$ cat src/hdl/track_mixer_turret_pd_servo_defines.svh
// Assertion macros shared by the servo mixer RTL.
// Needs signals named clk and rst_n in the module that uses them.
`ifndef TRACK_MIXER_TURRET_PD_SERVO_DEFINES_SVH
`define TRACK_MIXER_TURRET_PD_SERVO_DEFINES_SVH

// Condition that must hold at every clock edge outside reset.
`define TMTPS_ASSERT_ALWAYS(lbl, cond, msg) \
    lbl: assert property (@(posedge clk) disable iff (!rst_n) (cond)) else $error(msg);

// Antecedent in this cycle implies consequent in the next one.
`define TMTPS_ASSERT_NEXT(lbl, ante, cons, msg) \
    lbl: assert property (@(posedge clk) disable iff (!rst_n) (ante) |=> (cons)) \
        else $error(msg);

`endif

$ cat src/hdl/tmtps_pkg.sv
// Types and constants for the track mixer and turret PD servo.
// No dependencies; imported by every module of the block.
`default_nettype none

package tmtps_pkg;

    localparam int CMD_W   = 16;
    localparam int ANG_W   = 24;
    localparam int TRK_W   = 19;
    localparam int DRV_W   = 32;
    localparam int TPS_W   = 16;
    localparam int PADDR_W = 5;
    localparam int PDATA_W = 32;
    localparam int MUL_A_W = 27;
    localparam int MUL_B_W = 24;
    localparam int MUL_P_W = MUL_A_W + MUL_B_W;

    // Register indexes, taken from paddr[4:2].
    localparam logic [2:0] REG_TRACK_MODE  = 3'd0;
    localparam logic [2:0] REG_TURRET_MODE = 3'd1;
    localparam logic [2:0] REG_TICKS       = 3'd2;
    localparam logic [2:0] REG_INIT_YAW    = 3'd3;
    localparam logic [2:0] REG_INIT_PITCH  = 3'd4;

    localparam logic [TPS_W-1:0] TICKS_RESET = 16'd1000;

    // Deadband limits in Q.12 counts.
    localparam logic [CMD_W:0] TRACK_DB  = 17'd819;
    localparam logic [CMD_W:0] TURRET_DB = 17'd614;

    // Reference step: round(4*|c| / 125) as ((4*|c| + 62) * 268436) >> 25.
    localparam logic [17:0]        ROUND_BIAS  = 18'd62;
    localparam logic [MUL_B_W-1:0] RECIP_125   = 24'd268436;
    localparam int                 RECIP_SHIFT = 25;
    localparam logic [MUL_B_W-1:0] P_GAIN      = 24'd200;

    typedef enum logic [2:0] {
        S_IDLE,
        S_TRACK,
        S_DIV,
        S_REF,
        S_PMUL,
        S_DMUL,
        S_SUM,
        S_FIN
    } state_t;

    typedef struct packed {
        logic                      track_mode;
        logic                      turret_mode;
        logic [TPS_W-1:0]          ticks;
        logic [1:0]                load;
        logic [1:0][ANG_W-1:0]     init_angle;
    } cfg_t;

endpackage

`default_nettype wire

$ cat src/hdl/track_mixer_turret_pd_servo.sv
// Track mixer and turret PD servo: top level with the sequencer and datapath.
// Depends on tmtps_pkg, tmtps_cfg, tmtps_mul and the assertion macro header.
//
// One input beat per control tick carries four Q.12 commands and two Q.16
// measured turret angles; one output beat returns two track speeds and two
// turret drives. Both channels use valid and ready. The APB port sets the
// modes, the tick rate and the start angles; the user is to write it while
// idle, as the block itself does not enforce this. The input is taken only
// in the idle state. The track speeds are worked out in TRACK; each turret
// joint then runs through the shared multiplier three times (reference
// step, P term, D term) over DIV, REF, PMUL, DMUL and SUM in torque mode,
// and through DIV alone, not using the product, in velocity mode. The
// sequencer returns to idle as the result moves to the output register.
// The result sits in an output register, so a new input can be accepted
// while it waits; if the receiver still stalls when the next result is
// ready, the sequencer holds until the register frees.
// Reset clears the registers to their defaults (tick rate 1000, angles 0)
// and the joint reference and previous angles to zero.
`default_nettype none

`include "track_mixer_turret_pd_servo_defines.svh"

module track_mixer_turret_pd_servo
    import tmtps_pkg::*;
#(
    parameter int TURRET_JOINTS = 2
)
(
    input  wire logic                    clk,
    input  wire logic                    rst_n,
    input  wire logic                    psel,
    input  wire logic                    penable,
    input  wire logic                    pwrite,
    input  wire logic [PADDR_W-1:0]      paddr,
    input  wire logic [PDATA_W-1:0]      pwdata,
    output logic      [PDATA_W-1:0]      prdata,
    output logic                         pready,
    input  wire logic                    in_valid,
    output logic                         in_ready,
    input  wire logic signed [CMD_W-1:0] track_turn_cmd,
    input  wire logic signed [CMD_W-1:0] track_forward_cmd,
    input  wire logic signed [CMD_W-1:0] turret_yaw_cmd,
    input  wire logic signed [CMD_W-1:0] turret_pitch_cmd,
    input  wire logic signed [ANG_W-1:0] measured_yaw_angle,
    input  wire logic signed [ANG_W-1:0] measured_pitch_angle,
    output logic                         out_valid,
    input  wire logic                    out_ready,
    output logic signed      [TRK_W-1:0] left_track_speed,
    output logic signed      [TRK_W-1:0] right_track_speed,
    output logic signed      [DRV_W-1:0] yaw_drive,
    output logic signed      [DRV_W-1:0] pitch_drive
);

    // Only the yaw and pitch joints are driven; further joints stay idle.
    localparam int ACTIVE_JOINTS = (TURRET_JOINTS < 2) ? TURRET_JOINTS : 2;

    cfg_t cfg;

    state_t state_reg;
    state_t state_next;

    logic signed [MUL_A_W-1:0] mul_a;
    logic signed [MUL_B_W-1:0] mul_b;
    logic signed [MUL_P_W-1:0] mul_prod;

    logic signed [CMD_W-1:0] turn_reg;
    logic signed [CMD_W-1:0] fwd_reg;
    logic signed [CMD_W-1:0] cmd_reg [2];
    logic signed [ANG_W-1:0] ang_reg [2];

    logic signed [ANG_W-1:0] ref_reg  [ACTIVE_JOINTS];
    logic signed [ANG_W-1:0] prev_reg [ACTIVE_JOINTS];

    logic                    jdx_reg;
    logic signed [12:0]      d_reg;
    logic signed [ANG_W-1:0] r_reg;
    logic signed [25:0]      e_reg;
    logic signed [33:0]      p1_reg;

    logic signed [TRK_W-1:0] left_stage_reg;
    logic signed [TRK_W-1:0] right_stage_reg;
    logic signed [DRV_W-1:0] drive_stage_reg [2];

    logic                    out_valid_reg;
    logic signed [TRK_W-1:0] left_out_reg;
    logic signed [TRK_W-1:0] right_out_reg;
    logic signed [DRV_W-1:0] yaw_out_reg;
    logic signed [DRV_W-1:0] pitch_out_reg;

    logic                    last_joint;
    logic                    fin_load;
    logic signed [CMD_W-1:0] c_db;
    logic                    c_pos;
    logic        [CMD_W:0]   c_abs;
    logic        [17:0]      x_div;
    logic        [11:0]      quot;
    logic signed [12:0]      d_val;
    logic signed [ANG_W:0]   ref_sum;
    logic signed [ANG_W-1:0] r_val;
    logic signed [ANG_W-1:0] q_ang;
    logic signed [ANG_W:0]   diff_rq;
    logic signed [25:0]      e_val;
    logic        [21:0]      tps50;
    logic signed [51:0]      u_sum;
    logic signed [20:0]      vel_val;
    logic signed [CMD_W-1:0] turn_db;
    logic signed [CMD_W-1:0] fwd_db;
    logic signed [17:0]      mix_l;
    logic signed [17:0]      mix_r;
    logic signed [19:0]      scale_l;
    logic signed [19:0]      scale_r;

    function automatic logic signed [CMD_W-1:0] deadband(
        input logic signed [CMD_W-1:0] c,
        input logic        [CMD_W:0]   lim
    );
        logic [CMD_W:0] mag;
        mag = c[CMD_W-1] ? -{c[CMD_W-1], c} : {c[CMD_W-1], c};
        return (mag <= lim) ? '0 : c;
    endfunction

    function automatic logic signed [ANG_W-1:0] sat_ang(input logic signed [ANG_W:0] v);
        if (v[ANG_W] != v[ANG_W-1])
            return v[ANG_W] ? {1'b1, {(ANG_W-1){1'b0}}} : {1'b0, {(ANG_W-1){1'b1}}};
        return v[ANG_W-1:0];
    endfunction

    function automatic logic signed [TRK_W-1:0] sat_trk(input logic signed [19:0] v);
        if (v[19] != v[18])
            return v[19] ? {1'b1, {(TRK_W-1){1'b0}}} : {1'b0, {(TRK_W-1){1'b1}}};
        return v[TRK_W-1:0];
    endfunction

    function automatic logic signed [DRV_W-1:0] sat_drv(input logic signed [51:0] v);
        logic hi_ok;
        hi_ok = (v[51:DRV_W-1] == '0) || (v[51:DRV_W-1] == '1);
        if (!hi_ok)
            return v[51] ? {1'b1, {(DRV_W-1){1'b0}}} : {1'b0, {(DRV_W-1){1'b1}}};
        return v[DRV_W-1:0];
    endfunction

    tmtps_cfg u_cfg (
        .clk     (clk),
        .rst_n   (rst_n),
        .psel    (psel),
        .penable (penable),
        .pwrite  (pwrite),
        .paddr   (paddr),
        .pwdata  (pwdata),
        .prdata  (prdata),
        .pready  (pready),
        .cfg     (cfg)
    );

    tmtps_mul u_mul (
        .clk   (clk),
        .mul_a (mul_a),
        .mul_b (mul_b),
        .prod  (mul_prod)
    );

    assign last_joint = (jdx_reg == 1'(ACTIVE_JOINTS - 1));
    assign fin_load   = (state_reg == S_FIN) && (!out_valid_reg || out_ready);

    // Per-joint arithmetic around the shared multiplier.
    always_comb
    begin
        c_db    = deadband(cmd_reg[jdx_reg], TURRET_DB);
        c_pos   = !c_db[CMD_W-1] && (c_db != '0);
        c_abs   = c_db[CMD_W-1] ? -{c_db[CMD_W-1], c_db} : {c_db[CMD_W-1], c_db};
        x_div   = 18'({c_abs, 2'b00}) + ROUND_BIAS;
        quot    = mul_prod[RECIP_SHIFT+11:RECIP_SHIFT];
        d_val   = c_pos ? -$signed({1'b0, quot}) : $signed({1'b0, quot});
        ref_sum = {ref_reg[jdx_reg][ANG_W-1], ref_reg[jdx_reg]}
                  + {{(ANG_W-12){d_val[12]}}, d_val};
        r_val   = sat_ang(ref_sum);
        q_ang   = ang_reg[jdx_reg];
        diff_rq = {r_reg[ANG_W-1], r_reg} - {q_ang[ANG_W-1], q_ang};
        e_val   = {{13{d_reg[12]}}, d_reg} - {{2{q_ang[ANG_W-1]}}, q_ang}
                  + {{2{prev_reg[jdx_reg][ANG_W-1]}}, prev_reg[jdx_reg]};
        tps50   = 22'({cfg.ticks, 5'b0}) + 22'({cfg.ticks, 4'b0})
                  + 22'({cfg.ticks, 1'b0});
        u_sum   = {{18{p1_reg[33]}}, p1_reg} + {mul_prod[MUL_P_W-1], mul_prod};
        vel_val = -({{5{c_db[CMD_W-1]}}, c_db} <<< 4);
    end

    // Track mixing: left = k*(-fwd - turn), right = k*(-fwd + turn).
    always_comb
    begin
        turn_db = deadband(turn_reg, TRACK_DB);
        fwd_db  = deadband(fwd_reg, TRACK_DB);
        mix_l   = -{{2{fwd_db[CMD_W-1]}}, fwd_db} - {{2{turn_db[CMD_W-1]}}, turn_db};
        mix_r   = -{{2{fwd_db[CMD_W-1]}}, fwd_db} + {{2{turn_db[CMD_W-1]}}, turn_db};
        scale_l = cfg.track_mode ? {mix_l, 2'b00} : {{2{mix_l[17]}}, mix_l};
        scale_r = cfg.track_mode ? {mix_r, 2'b00} : {{2{mix_r[17]}}, mix_r};
    end

    always_ff @(posedge clk or negedge rst_n)
    begin
        if (!rst_n)
            state_reg <= S_IDLE;
        else
            state_reg <= state_next;
    end

    always_comb
    begin
        state_next = state_reg;
        case (state_reg)
            S_IDLE:  if (in_valid) state_next = S_TRACK;
            S_TRACK: state_next = S_DIV;
            S_DIV:
            begin
                if (!cfg.turret_mode)
                    state_next = S_REF;
                else if (last_joint)
                    state_next = S_FIN;
            end
            S_REF:   state_next = S_PMUL;
            S_PMUL:  state_next = S_DMUL;
            S_DMUL:  state_next = S_SUM;
            S_SUM:   state_next = last_joint ? S_FIN : S_DIV;
            S_FIN:   if (!out_valid_reg || out_ready) state_next = S_IDLE;
            default: state_next = S_IDLE;
        endcase
    end

    always_comb
    begin
        in_ready = 1'b0;
        mul_a    = '0;
        mul_b    = '0;
        case (state_reg)
            S_IDLE: in_ready = 1'b1;
            S_DIV:
            begin
                mul_a = $signed({9'd0, x_div});
                mul_b = $signed(RECIP_125);
            end
            S_PMUL:
            begin
                mul_a = {{2{diff_rq[ANG_W]}}, diff_rq};
                mul_b = $signed(P_GAIN);
            end
            S_DMUL:
            begin
                mul_a = {e_reg[25], e_reg};
                mul_b = $signed({2'b00, tps50});
            end
            default: ;
        endcase
    end

    always_ff @(posedge clk or negedge rst_n)
    begin
        if (!rst_n)
        begin
            jdx_reg <= 1'b0;
        end
        else if (state_reg == S_TRACK)
        begin
            jdx_reg <= 1'b0;
        end
        else if ((state_reg == S_SUM) || ((state_reg == S_DIV) && cfg.turret_mode))
        begin
            jdx_reg <= !last_joint;
        end
    end

    // Payload registers of the sequencer.
    always_ff @(posedge clk)
    begin
        case (state_reg)
            S_IDLE:
            begin
                if (in_valid)
                begin
                    turn_reg   <= track_turn_cmd;
                    fwd_reg    <= track_forward_cmd;
                    cmd_reg[0] <= turret_yaw_cmd;
                    cmd_reg[1] <= turret_pitch_cmd;
                    ang_reg[0] <= measured_yaw_angle;
                    ang_reg[1] <= measured_pitch_angle;
                end
            end
            S_TRACK:
            begin
                left_stage_reg     <= sat_trk(scale_l);
                right_stage_reg    <= sat_trk(scale_r);
                drive_stage_reg[0] <= '0;
                drive_stage_reg[1] <= '0;
            end
            S_DIV:
            begin
                if (cfg.turret_mode)
                    drive_stage_reg[jdx_reg] <= {{(DRV_W-21){vel_val[20]}}, vel_val};
            end
            S_REF:
            begin
                d_reg <= d_val;
                r_reg <= r_val;
            end
            S_PMUL:  e_reg <= e_val;
            S_DMUL:  p1_reg <= mul_prod[33:0];
            S_SUM:   drive_stage_reg[jdx_reg] <= sat_drv(u_sum);
            default: ;
        endcase
    end

    // Joint state: loaded by a start-angle write, advanced at the end of a torque step.
    always_ff @(posedge clk or negedge rst_n)
    begin
        if (!rst_n)
        begin
            for (int k = 0; k < ACTIVE_JOINTS; k++)
            begin
                ref_reg[k]  <= '0;
                prev_reg[k] <= '0;
            end
        end
        else
        begin
            for (int k = 0; k < ACTIVE_JOINTS; k++)
            begin
                if (cfg.load[k])
                begin
                    ref_reg[k]  <= cfg.init_angle[k];
                    prev_reg[k] <= cfg.init_angle[k];
                end
            end
            if (state_reg == S_SUM)
            begin
                ref_reg[jdx_reg]  <= r_reg;
                prev_reg[jdx_reg] <= ang_reg[jdx_reg];
            end
        end
    end

    always_ff @(posedge clk or negedge rst_n)
    begin
        if (!rst_n)
            out_valid_reg <= 1'b0;
        else if (fin_load)
            out_valid_reg <= 1'b1;
        else if (out_ready)
            out_valid_reg <= 1'b0;
    end

    always_ff @(posedge clk)
    begin
        if (fin_load)
        begin
            left_out_reg  <= left_stage_reg;
            right_out_reg <= right_stage_reg;
            yaw_out_reg   <= drive_stage_reg[0];
            pitch_out_reg <= drive_stage_reg[1];
        end
    end

    assign out_valid         = out_valid_reg;
    assign left_track_speed  = left_out_reg;
    assign right_track_speed = right_out_reg;
    assign yaw_drive         = yaw_out_reg;
    assign pitch_drive       = pitch_out_reg;

    `TMTPS_ASSERT_NEXT(a_busy_after_accept, in_valid && in_ready, !in_ready && state_reg == S_TRACK, "input taken while a beat is in work")
    `TMTPS_ASSERT_NEXT(a_fin_loads_output, fin_load, out_valid_reg && state_reg == S_IDLE, "finished result not moved to the output register")
    `TMTPS_ASSERT_NEXT(a_fin_holds_on_stall, state_reg == S_FIN && out_valid_reg && !out_ready, state_reg == S_FIN && out_valid_reg, "result dropped while the receiver stalls")
    `TMTPS_ASSERT_ALWAYS(a_joint_in_range, state_reg == S_IDLE || state_reg == S_TRACK || jdx_reg <= 1'(ACTIVE_JOINTS - 1), "joint index beyond the driven joints")

endmodule

`default_nettype wire

$ cat src/hdl/tmtps_cfg.sv
// APB register bank for the servo mixer: modes, tick rate and start angles.
// Depends on tmtps_pkg; a start-angle write raises a load strobe for its joint.
`default_nettype none

module tmtps_cfg
    import tmtps_pkg::*;
(
    input  wire logic               clk,
    input  wire logic               rst_n,
    input  wire logic               psel,
    input  wire logic               penable,
    input  wire logic               pwrite,
    input  wire logic [PADDR_W-1:0] paddr,
    input  wire logic [PDATA_W-1:0] pwdata,
    output logic      [PDATA_W-1:0] prdata,
    output logic                    pready,
    output cfg_t                    cfg
);

    logic             track_mode_reg;
    logic             turret_mode_reg;
    logic [TPS_W-1:0] ticks_reg;
    logic [ANG_W-1:0] init_yaw_reg;
    logic [ANG_W-1:0] init_pitch_reg;
    logic [2:0]       reg_idx;
    logic             wr_en;

    assign pready  = 1'b1;
    assign reg_idx = paddr[4:2];
    assign wr_en   = psel && penable && pwrite;

    always_ff @(posedge clk or negedge rst_n)
    begin
        if (!rst_n)
        begin
            track_mode_reg  <= 1'b0;
            turret_mode_reg <= 1'b0;
            ticks_reg       <= TICKS_RESET;
            init_yaw_reg    <= '0;
            init_pitch_reg  <= '0;
        end
        else if (wr_en)
        begin
            case (reg_idx)
                REG_TRACK_MODE:  track_mode_reg  <= pwdata[0];
                REG_TURRET_MODE: turret_mode_reg <= pwdata[0];
                REG_TICKS:       ticks_reg       <= pwdata[TPS_W-1:0];
                REG_INIT_YAW:    init_yaw_reg    <= pwdata[ANG_W-1:0];
                REG_INIT_PITCH:  init_pitch_reg  <= pwdata[ANG_W-1:0];
                default:         ;
            endcase
        end
    end

    always_comb
    begin
        case (reg_idx)
            REG_TRACK_MODE:  prdata = {31'd0, track_mode_reg};
            REG_TURRET_MODE: prdata = {31'd0, turret_mode_reg};
            REG_TICKS:       prdata = {16'd0, ticks_reg};
            REG_INIT_YAW:    prdata = {{8{init_yaw_reg[ANG_W-1]}}, init_yaw_reg};
            REG_INIT_PITCH:  prdata = {{8{init_pitch_reg[ANG_W-1]}}, init_pitch_reg};
            default:         prdata = '0;
        endcase
    end

    // The joint state takes the written angle in the same edge as the register.
    always_comb
    begin
        cfg.track_mode    = track_mode_reg;
        cfg.turret_mode   = turret_mode_reg;
        cfg.ticks         = ticks_reg;
        cfg.load[0]       = wr_en && (reg_idx == REG_INIT_YAW);
        cfg.load[1]       = wr_en && (reg_idx == REG_INIT_PITCH);
        cfg.init_angle[0] = pwdata[ANG_W-1:0];
        cfg.init_angle[1] = pwdata[ANG_W-1:0];
    end

endmodule

`default_nettype wire

$ cat src/hdl/tmtps_mul.sv
// Shared signed multiplier of the servo datapath with a registered product.
// Depends on tmtps_pkg for operand widths; the product appears in the cycle after its operands.
`default_nettype none

module tmtps_mul
    import tmtps_pkg::*;
(
    input  wire logic                      clk,
    input  wire logic signed [MUL_A_W-1:0] mul_a,
    input  wire logic signed [MUL_B_W-1:0] mul_b,
    output logic signed      [MUL_P_W-1:0] prod
);

    logic signed [MUL_P_W-1:0] prod_reg;

    always_ff @(posedge clk)
    begin
        prod_reg <= mul_a * mul_b;
    end

    assign prod = prod_reg;

endmodule

`default_nettype wire
$ cat config.mk
export PLATFORM = sky130hd
export DESIGN_NAME = track_mixer_turret_pd_servo
export DESIGN_NICKNAME = d
export VERILOG_FILES = /design/src/hdl/tmtps_pkg.sv /design/src/hdl/track_mixer_turret_pd_servo.sv /design/src/hdl/tmtps_cfg.sv /design/src/hdl/tmtps_mul.sv
export VERILOG_INCLUDE_DIRS = /design/src /design/src/hdl
export SDC_FILE = /design/constraint.sdc
export NUM_CORES = 2
export LEC_CHECK = 0
export BUFFER_PORTS_ARGS = -buffer_cell sky130_fd_sc_hd__buf_2
export CAP_MARGIN = 0
export CORE_MARGIN = 10
export CORE_UTILIZATION = 45
export CTS_CLUSTER_DIAMETER = 50
export DETAILED_ROUTE_END_ITERATION = 10
export PLACE_DENSITY = 0.62
export SLEW_MARGIN = 25
export SYNTH_ARGS = -nofsm -noshare
export SYNTH_HDL_FRONTEND = slang
export SYNTH_SLANG_ARGS = --single-unit
$ cat constraint.sdc
create_clock -name clk -period 22.5 [get_ports clk]
set_clock_uncertainty 0.15 [all_clocks]
set_input_delay 4.5 -clock clk [delete_from_list [all_inputs] [get_ports clk]]
set_output_delay 4.5 -clock clk [all_outputs]
set_load 0.05 [all_outputs]
==> impl_metrics.yaml <==
place:
  dpl.hpwl_mm: 123
  routabilityCongestion: 0.954
  port_buffers: 281
  pre_cts_slack_ns: 8.01
pwr:
  peakVddDrop_uv: 94.1
  power_density_nw_per_um2: 142
  p_leak_uw: 0.0280
logic_synthesis:
  synth_area_um2: 56000
  synth_top_area_cell: "edfxtp_1"
  synth-edff-count: 412
  ys_seq_area_share_pct: 31.3
  syn_nets: 6840
  synth_top_family_by_area: "adder cells"
  synth_xor_area_share_pct: 3.62
  ys_dominant_reg_cell: "edfxtp_1"
  ys_ff_latch: 628
  synth.area.mux_share_pct: 2.66
  synth_area_leaders: "edfxtp_1 (22%), fa_1 (21%), ha_1 (8.1%)"
  syn_inst: 5721
  yosysUniqueCellTypes: 105
  synth_compound_area_share_pct: 13.2
  synth_top_area_share_pct: 22.1
  syn_avg_cell_area_um2: 9.79
  ys_warn_count: 0
  synth-simple-area-share_pct: 12.2
  synth_adder_area_share_pct: 29.7
  synthArstFlopShare_pct: 26.6
timing:
  tightest_slew_ns: 1.08
  setup_ws_ns: 7.70
  setup_tns_ns: 0
  rsz0062_at_grt: "false"
  hold_viol_final: 0
  finalSetupViolCount: 0
  finalMaxSlewViolations: 0
  period_share_pct: 65.8
  slew_headroom_pct: 28.0
  fin_crit_ns: 14.80
  max_freq_mhz: 67.6
finish:
  register_area_um2: 17500
  multi_input_area_um2: 34500
  syn2layout_area_growth_pct: 10.7
  fillers: 11500
  final_common_cell: "inv_1"
  layout_common_cells: "inv_1 (813), nand2_1 (652), fa_1 (601)"
  drive_gt1_share_pct: 10.4
  largest_reg_flops: 64
  nets: 7035
route:
  drc: 0
  drt_pre_antenna_iters: 7
  viasPerCell: 5.54
  drt_iter0_markers: 2987
  vias: 42200
  postRouteAntennaNets: 0
  drt-total-wl_mm: 159
  wl_per_cell_um: 20.8
setup_path:
  startpoint_type: "register"
  r2r-start: "jdx_reg"
  reg2reg_depth: 43
  max_stage_delay_ns: 0.75
  crit_required_ns: 22.90
  crit_slowest_cell: "mux2i_1"
  crit_top_cell: "fa_1"
  crit_fanout: 38
  critPathCaptureType: "register"
  reg2reg_slack_ns: 7.70
  r2r_end: "u_mul.prod[49]"
  cp-startpoint: "jdx_reg"
  worstSetupPathType: "register to register"
  critPathArrivalTime_ns: 15.20
floorplanning:
  core_um2: 124000
  die_area_um2: 139000
  die_h_um: 373
  initial_core_util_pct: 45.3
  rows: 129
  die_w_um: 373
  io_pins: 293
cts:
  cts_htree_levels: 3
  ctsRootBufferMaster: "clkbuf_16"
  numCtsBuffers: 82
  post_cts_buffers: 0
  cts_tree: "yes"
  cts.sinks: 628
  clk_path_buf_depth: 3
  postCtsHoldBufs: 0
  cts_resized: 0
  clk-insertion-delay-late_ns: 0.74
  clkTransAtPathRegs_ns: 0.06
worst_hold_path:
  min_to: "yaw_drive[18]"
  hold_path_depth: 0
  hp-start: "drive_stage_reg[0][18]"
  hold_class: "register to register"
global_route:
  grt_busiest_layer: "met2"
  grt_max_degree: 79
  antenna_found_initial: 7
  track_usage_pct: 22.7
  gr-total-overflow: 0
  grt.met3_usage_pct: 3.53
  grt_pass1_wl_mm: 250
  met1_usage_pct: 29.4
  grt_pass1_vias: 43200
  use_met2_pct: 37.3
run_status:
  outcome: "finished clean"
run:
  maxCapViolations: 0
-- cells in the mapped netlist (36+ instances only) --
cell and n:
a211oi_1 39, a21o_1 126, a21oi_1 390, and2_1 95
clkbuf_1 202, dfrtp_1 161, dfxtp_1 49, edfxtp_1 412
fa_1 601, ha_1 362, inv_1 815, mux2_2 50
mux2i_1 91, nand2_1 653, nand2b_1 55, nand3_1 71
nor2_1 349, nor2b_1 47, nor3_1 70, o21a_1 36
o21ai_0 293, xnor2_1 139, xor2_1 84
-- cell type report --
type | instances | share of cell area (%)
flip-flops and latches | 628 | 28.3
clock buffers | 101 | 3.61
inverters | 816 | 4.94
repair buffers | 352 | 3.17
multi-input cells | 4036 | 55.7
clock inverters | 51 | 0.993
diodes | 2 | 0.00807
well taps | 1637 | 3.30
-- through the flow --
step	area, um^2	utilization (%)	hold WS [ns]	std cells	total power, uW
5_1_grt	62000	50.1	0.270	7623	9600
4_1_cts	61900	50.1	0.264	7619	8850
6_report	62000	50.1	0.254	7623	8830
2_1_floorplan	56000	-	0.250	5721	5940
3_5_place_dp	59100	47.8	0.255	7467	7460
3_3_place_gp	59100	47.8	0.252	7467	7370
-- worst max-delay path by stage --
stage	to	cells after the start
after floorplan	u_mul.prod[48]	48
after global placement	u_mul.prod[48]	45
after detailed placement	u_mul.prod[49]	43
after CTS	u_mul.prod[49]	43
after global routing	u_mul.prod[49]	42
final	u_mul.prod[49]	43
-- cells by family after synthesis --
logic type                 Yosys count
AOI/OAI and AO/OA                 1191
xor gates and xnor gates           226
adders and majority gates          970
buffers and inverters             1057
DFF                                628
muxes                              142
other                                1
and+or+nand+nor                   1506
-- where the power goes --
group / switching, uW / internal (uW) / total, uW
registers: 209 / 1810 / 2020
clock network: 551 / 792 / 1340
logic: 3470 / 2000 / 5470
total: 4230 / 4600 / 8830
-- per-layer routing --
layer,vias to the layer above,share of wire [%]
met1,20900,42
met3,356,6.1
met2,1346,46
met5,-,0.0069
li1,19600,-
met4,2,5.0
-- critical path: cells and delay by family (launching register included) --
family	cells	cell delay (ns)
and+or+nand+nor	12	3.86
buffers and inverters	4	0.76
DFF	1	0.66
xor gates and xnor gates	2	0.28
muxes	2	0.96
AOI/OAI and AO/OA	14	3.36
adders and majority gates	9	4.60
No activity file was read; power rests on OpenSTA's default activity.
